<file path="src/mfd_pkg.sv">
// Shared types and constants of the motor feedback decoder.
package mfd_pkg;

    // Register map, word index from paddr[3:2]
    localparam logic [1:0] REG_COUNTS_PER_TURN   = 2'd0;
    localparam logic [1:0] REG_SPEED_SMOOTHING   = 2'd1;
    localparam logic [1:0] REG_CURRENT_SMOOTHING = 2'd2;
    localparam logic [1:0] REG_OVERHEAT_LIMIT    = 2'd3;

    // Register reset values
    localparam logic [15:0] CPT_RESET    = 16'd8192;
    localparam logic [15:0] SMOOTH_RESET = 16'd32768;
    localparam logic [7:0]  LIMIT_RESET  = 8'd60;

    // Q1.15 unity weight and rounding offset
    localparam logic [15:0] Q15_ONE    = 16'h8000;
    localparam int          Q15_SHIFT  = 15;
    localparam int          ROUND_HALF = 16384;

    // Filter state widths in Q.8
    localparam int SPEED_W   = 27;
    localparam int CURRENT_W = 24;

    // Action codes
    localparam logic ACT_FRAME = 1'b0;
    localparam logic ACT_CLEAR = 1'b1;

    // Filter update control
    typedef struct packed {
        logic clr;
        logic upd;
    } mfd_filt_ctrl_t;

endpackage

</file>
<file path="src/mfd_filter.sv">
// First-order smoothing filter with Q1.15 new-sample weight and Q.8 state.
module mfd_filter #(
    parameter int W = 27
) (
    input  logic                    clk,
    input  logic                    rst_n,
    input  mfd_pkg::mfd_filt_ctrl_t ctrl,
    input  logic signed [W-1:0]     sample,
    input  logic [15:0]             weight,
    output logic signed [W-1:0]     state_next
);
    import mfd_pkg::*;

    logic signed [W-1:0]  state_reg;
    logic [15:0]          w_eff;
    logic signed [W:0]    diff;
    logic signed [W+17:0] prod;
    logic signed [W+17:0] rounded;
    logic signed [W+2:0]  step;
    logic signed [W-1:0]  filt_next;

    // Saturate the weight at one
    assign w_eff = (weight[15] && (|weight[14:0])) ? Q15_ONE : weight;

    // s + floor(((x - s) * w + half) / 2^15)
    assign diff    = {sample[W-1], sample} - {state_reg[W-1], state_reg};
    assign prod    = diff * $signed({1'b0, w_eff});
    assign rounded = prod + (W+18)'(ROUND_HALF);
    assign step    = rounded[W+17:Q15_SHIFT];
    assign filt_next = state_reg + step[W-1:0];

    // Select the next state
    always_comb
    begin
        if (ctrl.clr)
        begin
            state_next = '0;
        end
        else if (ctrl.upd)
        begin
            state_next = filt_next;
        end
        else
        begin
            state_next = state_reg;
        end
    end

    // Hold the filter state
    always_ff @(posedge clk or negedge rst_n)
    begin
        if (!rst_n)
        begin
            state_reg <= '0;
        end
        else
        begin
            state_reg <= state_next;
        end
    end

endmodule

</file>
<file path="src/motor_feedback_decoder.sv">
// Motor feedback decoder top level: turn unwrap, smoothing filters, overheat stop.
//
// Usage: each transfer on s_axis carries one feedback frame (tuser = 0) or a
// clear request (tuser = 1). Every input transfer yields exactly one result
// transfer on m_axis with the multi-turn count, smoothed speed and current,
// and the stop and tracking flags in tuser.
// A result is registered: each input transfer passes the input register and
// then the result register before it appears on m_axis; the block takes one
// item per cycle while m_axis_tready stays high. The pipeline is an input
// register and a result register, with the state update in between.
// The APB port sets counts per turn, both smoothing weights and the overheat
// limit; write it only while no item is in flight.
// Reset clears the count, position and filters and marks the motor stopped;
// the first frame after reset or after a clear seeds the position, restarts
// the count at zero and releases the stop flag unless the temperature is over the limit.
// When m_axis_tready is low the result register holds and one more item is
// taken into the input register before s_axis_tready drops.
module motor_feedback_decoder (
    input  logic        clk,
    input  logic        rst_n,
    // Input stream
    input  logic        s_axis_tvalid,
    output logic        s_axis_tready,
    // [15:0] encoder_position, [31:16] speed_rpm, [47:32] current_raw,
    // [55:48] temperature
    input  logic [55:0] s_axis_tdata,
    // [0] action
    input  logic        s_axis_tuser,
    // Result stream
    output logic        m_axis_tvalid,
    input  logic        m_axis_tready,
    // [31:0] turn_count_total, [58:32] smoothed_speed, [82:59] smoothed_current,
    // [87:83] zero
    output logic [87:0] m_axis_tdata,
    // [0] motor_stopped, [1] tracking_valid
    output logic [1:0]  m_axis_tuser,
    // Configuration port
    input  logic        psel,
    input  logic        penable,
    input  logic        pwrite,
    input  logic [3:0]  paddr,
    input  logic [31:0] pwdata,
    output logic [31:0] prdata,
    output logic        pready
);
    import mfd_pkg::*;

    // Configuration registers
    logic [15:0] cpt_reg;
    logic [15:0] speed_w_reg;
    logic [15:0] current_w_reg;
    logic [7:0]  limit_reg;
    logic        cfg_write;

    // Input stage
    logic               in_valid_reg;
    logic               action_reg;
    logic [15:0]        pos_reg;
    logic signed [15:0] speed_reg;
    logic signed [15:0] current_reg;
    logic [7:0]         temp_reg;

    // Measurement state
    logic [15:0] prev_reg;
    logic [15:0] prev_next;
    logic [31:0] acc_reg;
    logic [31:0] acc_next;
    logic        first_reg;
    logic        first_next;
    logic        stop_reg;
    logic        stop_next;

    // Result stage
    logic                         out_valid_reg;
    logic [31:0]                  count_out_reg;
    logic signed [SPEED_W-1:0]    speed_out_reg;
    logic signed [CURRENT_W-1:0]  current_out_reg;
    logic                         stopped_out_reg;
    logic                         tracking_out_reg;

    // Datapath
    logic                         advance;
    logic                         is_clear;
    logic                         is_frame;
    mfd_filt_ctrl_t               filt_ctrl;
    logic signed [SPEED_W-1:0]    speed_sample;
    logic signed [CURRENT_W-1:0]  current_sample;
    logic signed [SPEED_W-1:0]    speed_next;
    logic signed [CURRENT_W-1:0]  current_next;
    logic [15:0]                  prev_base;
    logic [31:0]                  acc_base;
    logic signed [17:0]           delta_raw;
    logic signed [17:0]           delta;
    logic signed [17:0]           cpt_s;
    logic signed [17:0]           half_s;

    // APB access
    assign pready    = 1'b1;
    assign cfg_write = psel && penable && pwrite && pready;

    always_comb
    begin
        case (paddr[3:2])
            REG_COUNTS_PER_TURN:   prdata = {16'd0, cpt_reg};
            REG_SPEED_SMOOTHING:   prdata = {16'd0, speed_w_reg};
            REG_CURRENT_SMOOTHING: prdata = {16'd0, current_w_reg};
            REG_OVERHEAT_LIMIT:    prdata = {24'd0, limit_reg};
            default:               prdata = '0;
        endcase
    end

    always_ff @(posedge clk or negedge rst_n)
    begin
        if (!rst_n)
        begin
            cpt_reg       <= CPT_RESET;
            speed_w_reg   <= SMOOTH_RESET;
            current_w_reg <= SMOOTH_RESET;
            limit_reg     <= LIMIT_RESET;
        end
        else if (cfg_write)
        begin
            case (paddr[3:2])
                REG_COUNTS_PER_TURN:   cpt_reg       <= pwdata[15:0];
                REG_SPEED_SMOOTHING:   speed_w_reg   <= pwdata[15:0];
                REG_CURRENT_SMOOTHING: current_w_reg <= pwdata[15:0];
                REG_OVERHEAT_LIMIT:    limit_reg     <= pwdata[7:0];
                default:               ;
            endcase
        end
    end

    // Pipeline flow: the input stage moves when the result stage is free
    assign advance       = in_valid_reg && (!out_valid_reg || m_axis_tready);
    assign s_axis_tready = !in_valid_reg || advance;

    always_ff @(posedge clk or negedge rst_n)
    begin
        if (!rst_n)
        begin
            in_valid_reg <= 1'b0;
        end
        else if (s_axis_tready)
        begin
            in_valid_reg <= s_axis_tvalid;
        end
    end

    always_ff @(posedge clk)
    begin
        if (s_axis_tready && s_axis_tvalid)
        begin
            action_reg  <= s_axis_tuser;
            pos_reg     <= s_axis_tdata[15:0];
            speed_reg   <= s_axis_tdata[31:16];
            current_reg <= s_axis_tdata[47:32];
            temp_reg    <= s_axis_tdata[55:48];
        end
    end

    assign is_clear = advance && (action_reg == ACT_CLEAR);
    assign is_frame = advance && (action_reg == ACT_FRAME);

    // Filters: speed scaled by 6 to deg/s, both in Q.8
    assign speed_sample   = (SPEED_W'(speed_reg) <<< 10) + (SPEED_W'(speed_reg) <<< 9);
    assign current_sample = {current_reg, 8'd0};
    assign filt_ctrl.clr  = is_clear;
    assign filt_ctrl.upd  = is_frame;

    mfd_filter #(.W(SPEED_W)) u_speed_filter (
        .clk        (clk),
        .rst_n      (rst_n),
        .ctrl       (filt_ctrl),
        .sample     (speed_sample),
        .weight     (speed_w_reg),
        .state_next (speed_next)
    );

    mfd_filter #(.W(CURRENT_W)) u_current_filter (
        .clk        (clk),
        .rst_n      (rst_n),
        .ctrl       (filt_ctrl),
        .sample     (current_sample),
        .weight     (current_w_reg),
        .state_next (current_next)
    );

    // Unwrap the encoder delta by half a turn; the first frame seeds the position
    assign prev_base = first_reg ? prev_reg : pos_reg;
    assign acc_base  = first_reg ? acc_reg : 32'd0;
    assign delta_raw = $signed({2'b00, pos_reg}) - $signed({2'b00, prev_base});
    assign cpt_s     = $signed({2'b00, cpt_reg});
    assign half_s    = $signed({3'b000, cpt_reg[15:1]});

    always_comb
    begin
        if (delta_raw < -half_s)
        begin
            delta = delta_raw + cpt_s;
        end
        else if (delta_raw > half_s)
        begin
            delta = delta_raw - cpt_s;
        end
        else
        begin
            delta = delta_raw;
        end
    end

    // Next measurement state
    always_comb
    begin
        prev_next  = prev_reg;
        acc_next   = acc_reg;
        first_next = first_reg;
        stop_next  = stop_reg;
        if (is_clear)
        begin
            prev_next  = '0;
            acc_next   = '0;
            first_next = 1'b0;
        end
        else if (is_frame)
        begin
            prev_next  = pos_reg;
            acc_next   = acc_base + {{14{delta[17]}}, delta};
            first_next = 1'b1;
            stop_next  = (first_reg && stop_reg) || (temp_reg > limit_reg);
        end
    end

    always_ff @(posedge clk or negedge rst_n)
    begin
        if (!rst_n)
        begin
            prev_reg  <= '0;
            acc_reg   <= '0;
            first_reg <= 1'b0;
            stop_reg  <= 1'b1;
        end
        else
        begin
            prev_reg  <= prev_next;
            acc_reg   <= acc_next;
            first_reg <= first_next;
            stop_reg  <= stop_next;
        end
    end

    // Result register: load on advance, drop after the transfer
    always_ff @(posedge clk or negedge rst_n)
    begin
        if (!rst_n)
        begin
            out_valid_reg <= 1'b0;
        end
        else if (advance)
        begin
            out_valid_reg <= 1'b1;
        end
        else if (m_axis_tready)
        begin
            out_valid_reg <= 1'b0;
        end
    end

    always_ff @(posedge clk)
    begin
        if (advance)
        begin
            count_out_reg    <= acc_next;
            speed_out_reg    <= speed_next;
            current_out_reg  <= current_next;
            stopped_out_reg  <= stop_next;
            tracking_out_reg <= first_next;
        end
    end

    assign m_axis_tvalid = out_valid_reg;
    assign m_axis_tdata  = {5'd0, current_out_reg, speed_out_reg, count_out_reg};
    assign m_axis_tuser  = {tracking_out_reg, stopped_out_reg};

endmodule
</file>
<file path="config.mk">
export PLATFORM = sky130hd
export DESIGN_NAME = motor_feedback_decoder
export DESIGN_NICKNAME = d
export VERILOG_FILES = /design/src/mfd_pkg.sv /design/src/mfd_filter.sv /design/src/motor_feedback_decoder.sv
export SDC_FILE = /design/constraint.sdc
export NUM_CORES = 2
export LEC_CHECK = 0
export BUFFER_PORTS_ARGS = -buffer_cell sky130_fd_sc_hd__buf_4
export CAP_MARGIN = 15
export CORE_MARGIN = 8
export CORE_UTILIZATION = 55
export CTS_BUF_LIST = sky130_fd_sc_hd__clkbuf_4 sky130_fd_sc_hd__clkbuf_8 sky130_fd_sc_hd__clkbuf_16
export CTS_CLUSTER_DIAMETER = 40
export DETAILED_ROUTE_END_ITERATION = 10
export PLACE_DENSITY = 0.84
export SLEW_MARGIN = 20
export SYNTH_ARGS = -nofsm -noshare
export SYNTH_HDL_FRONTEND = slang
export SYNTH_SLANG_ARGS = --single-unit
</file>
<file path="constraint.sdc">
create_clock -name clk -period 27.6 [get_ports clk]
set_clock_uncertainty 0.15 [all_clocks]
set_input_delay 5.52 -clock clk [delete_from_list [all_inputs] [get_ports clk]]
set_output_delay 5.52 -clock clk [all_outputs]
set_load 0.005 [all_outputs]
</file>
# Word-level counts from Yosys, hierarchy flattened
# Index checks and enable logic that the tools add are counted.
# word_totals
reg_bits,301
inputBits,100
output_inout_bits,125
elab_cells,87
# classes
n_addsub,12
multipliers,2
n_lt_le_gt_ge,3
eq_ne,3
muxes,21
bitwise,1
reduce_logical,23
# ops
cell,count
$pmux 32 s4,1
$mux 32,3
$mux 16,5
$mux 27,2
$mux 24,2
$add 42x16->42 const B,1
$mul 28x17->42,1
$add 39x16->39 const B,1
$mul 25x17->39,1
$mux 18,2
$add 32x32->32,1
$reduce_or 15->1,2
$sub 27x27->28,1
$add 26x25->27,1
$add 27x27->27,1
$sub 24x24->25,1
$add 24x24->24,1
$add 17x17->18,1
$lt 17x18->1,1
$neg 15->18,1
$sub 17x17->18,1
$gt 17x16->1,1
$sub 16x16->17,1
$logic_and 1x1->1,9
10 further kinds,23

# Depth between registers and ports, before layout
# logic_depth
ltp_word,8
ltp_mapped,48
mapped_depth_nobuf,47

# By module
# A second synthesis with hierarchy kept.
# unflattened
cells_unflattened,5630
area_unflattened_um2,50537.2
# by_module_without_submodules
module,n_inst,cells_each,area_each_um2,seq_area_each_um2
mfd_filter at u_speed_filter,1,2252,18845.6,675.6
mfd_filter at u_current_filter,1,2005,16831.1,600.6
motor_feedback_decoder,1,1373,14860.5,6976.7

# Least setup slack after synthesis
# No wires, ideal clock.
# synth_path
path_kind,input port to output port
startpoint,input port paddr[2]
endpoint,output port prdata[0]
t_arrival_ps,6783
required_time_ps,21930
slack_ps,15147
path_stages,3
n_path_buf,2
path_cell_list,clkbuf_1 > clkbuf_1 > mux4_2
# synth_via
elab_chain_cells,2
word_cells_on_any_way,5
classes_between,3 x eq/ne; 1 x mux; 1 x reduce/logical
# synth_lines
item,line_no,rtl
start: declaration,motor_feedback_decoder.sv:41,"input logic [3:0] paddr,"
"$eq 2x2->1, or another cell as far along",motor_feedback_decoder.sv:103,case (paddr[3:2])
$pmux 32 s4 (*),motor_feedback_decoder.sv:103,
end: declaration,motor_feedback_decoder.sv:43,"output logic [31:0] prdata,"
# Every way passes the cells marked *; elsewhere a longest branch is shown, timed or not. The select of a mux whose other input is x is not followed.

# Worst setup path in the final report
# layout_path
startpoint,input port paddr[3]
endpoint,output port prdata[10]
# Same word-level chain as after synthesis.

==> summary.txt <==
Synthesis
  • Average size of a mapped cell: 9.23 um^2
  • Largest area contributor in the netlist: fa_1
  • Synth area leaders: fa_1 (33%), ha_1 (11%), edfxtp_1 (8.7%), inv_1 (8.0%), dfrtp_1 (7.7%)
  • Post-synth EDFFs: roughly 140
  • Most common library cells after synthesis: inv_1 (1046), fa_1 (803), nand2_1 (586)
  • Mapped Cells: about 5300
  • Top-count cell post-synth: inv_1
  • Netlist cell types: 97
  • Post-synth top area share: roughly a third
  • Synthesis warning total: 0
  • Synth Flop Type: dfrtp_1
  • Post-synthesis sequential area ratio: 16.9%
  • Synth async-reset ratio: about 53%
  • Register bit total from synthesis: 301
  • Netlist Area Pre-Place: 48800 um^2

Global routing
  • Grt met1 use: 34.2%
  • Grt peak-use layer: met2
  • Total global routing overflow: 0
  • Met2 Usage GRT: between 40 and 50%
  • Initial antenna violation count: 9
  • GR Util met3: under 10%
  • Vias in the first global route: 41157
  • Largest net degree at the start of global routing: 64
  • First-pass GRT wire length: 217000 um
  • Global-route usage over all layers: about 28%

Placement
  • I/O Buffers: about 180
  • DP HPWL: 109000 um
  • Gp weighted congestion: approximately 0.94

STA
  • Sum Neg Setup Slack: 0 ns
  • Max Freq: 78.3 MHz
  • Final hold vios: 0
  • Max transition margin: about 22%
  • Fin crit period: 12.77 ns
  • Tcrit/Tclk final: 46.3%
  • Worst Max-Slew Pin Slew: 1.15 ns
  • RSZ-0062 raised after global routing: no
  • Max-slew violations: 0
  • Setup Viol. Count Final: 0

Floorplanning
  • Die X: ~310 um
  • Die area: between 90000 and 100000 um^2
  • Row count: 109
  • Top Ports: around 230
  • Die height: roughly 310 um
  • Core Box Area: slightly below 90000 um^2
  • Initial Util: 55.3%

Worst setup path
  • Crit Path Class: input port to primary output
  • CP startpoint kind: input port
  • Worst setup EP type: primary output
  • Worst-path maximum fanout: 20
  • Data arrival, critical path: 7.10 ns
  • CP Data Required Time: 21.93 ns

CTS
  • Num CTS Buffers: roughly 50
  • Root buf cell: clkbuf_16
  • CTS Sinks: between 300 and 400
  • Hold buffers post-CTS: 0
  • Reg clk slew, reported paths: 0.06 ns
  • PostCTS Resize Cnt: 0
  • H-tree depth: 2
  • CTS tree: done
  • Post-CTS setup repair buffer count: 0
  • Clock buffer depth: 3
  • Skew-Pair Late Insertion Delay: 0.64 ns

Drt
  • Pre-antenna DRT Iters: 8
  • Vias post-DR: about 38000
  • Routed len/inst: ~20 um
  • Initial DRC count: 3048
  • Post-Route WL: 136000 um
  • Routed Antenna Nets: 0
  • Vias per inst: between 5 and 6
  • Drt drc: 0

Cells and area
  • Area growth syn-to-layout: 9.22%
  • Final net count: 6782
  • Layout cell share with drive strength beyond 1: 8.53%

Flow run
  • Max-capacitance violation count: 0

Run status
  • Status: finished, final reports clean

Hold path
  • HP Class: flip-flop to flip-flop
layer usage:
layer	share of wire (%)	wire [um]
met1	37	50300
met2	47	63800
met3	11	14900
met4	5.2	7070
met5	0.051	69
path summary, 6_finish.rpt:
kind,startpoint,endpoint,slack [ns],depth (start not counted)
min in group asynchronous,rst_n,acc_reg[10],4.70,1
setup reg to reg,u_speed_filter.state_reg[0],speed_out_reg[26],15.31,40
setup / recovery,paddr[3],prdata[10],14.83,4
hold reg to reg,prev_reg[4],prev_reg[4],0.33,2
max in group asynchronous,rst_n,first_reg,20.63,3
hold / removal,prev_reg[4],prev_reg[4],0.33,2
critical path, stage by stage:
cell	delay [ns]
buf_4	0.30
mux2i_1	0.16
o21ai_0	0.85
buf_4	0.25
cells in the final DEF, fill, tap and decap left out, types with 10 or more instances in the layout:
master,netlist,layout
inv_1,1046,1046
fa_1,803,803
nand2_1,586,585
nor2_1,520,519
ha_1,444,444
buf_4,24,253
o21ai_0,161,161
a21oi_1,155,155
dfrtp_1,151,150
xnor2_1,145,144
edfxtp_1,142,142
and2_1,99,98
xor2_1,90,90
a21o_1,87,87
nand2b_1,61,61
clkbuf_16,0,51
nor2b_1,57,49
nor3_1,47,46
o21a_1,45,45
mux2_2,41,41
o22ai_1,36,36
nand3_1,31,31
and3_1,30,30
o21bai_1,27,27
nand4_1,25,25
mux2i_1,23,23
conb_1,2,22
inv_6,0,14
a211oi_1,14,14
nor4_1,13,13
o31ai_1,13,13
o211ai_1,11,11
or3_1,11,11
a31oi_1,11,11
a22oi_1,11,11
a22o_1,11,11
nor3b_1,10,10
stage by stage:
stage	area (um^2)	setup slack (ns)	utilization [%]	std cells	hold slack [ns]
2_1_floorplan	48900	15.15	-	5310	0.299
3_3_place_gp	51500	14.99	58.4	6547	0.310
3_5_place_dp	51500	14.98	58.4	6547	0.321
4_1_cts	53300	14.90	60.4	6643	0.335
5_1_grt	53300	14.78	60.4	6643	0.359
6_report	53300	14.83	60.4	6648	0.332
cell families (layout without fill, tap and decap cells):
kind of cell | Yosys count | in the layout | share of synthesized area (%)
and+or+nand+nor | 1520 | 1520 | 13.8
adders and majority gates | 1247 | 1247 | 44.3
buffers and inverters | 1232 | 1400 | 9.69
AOI/OAI and AO/OA | 679 | 679 | 9.19
DFF | 301 | 301 | 16.9
xor gates and xnor gates | 237 | 237 | 4.30
muxes | 72 | 72 | 1.79
other | 2 | 27 | 0.0154
final cells by class:
class                   count  area, um^2
fillers                  7023       34900
inverters                1050        3950
clock inverters            42         473
repair buffers            254        1910
well taps                1165        1460
clock buffers              54        1300
multi-input cells        3777       36000
diodes                      5        12.5
flip-flops and latches    301        8250
Power is not shown: default switching activity piles up to over one toggle a cycle in this logic, so the estimate is an artifact.
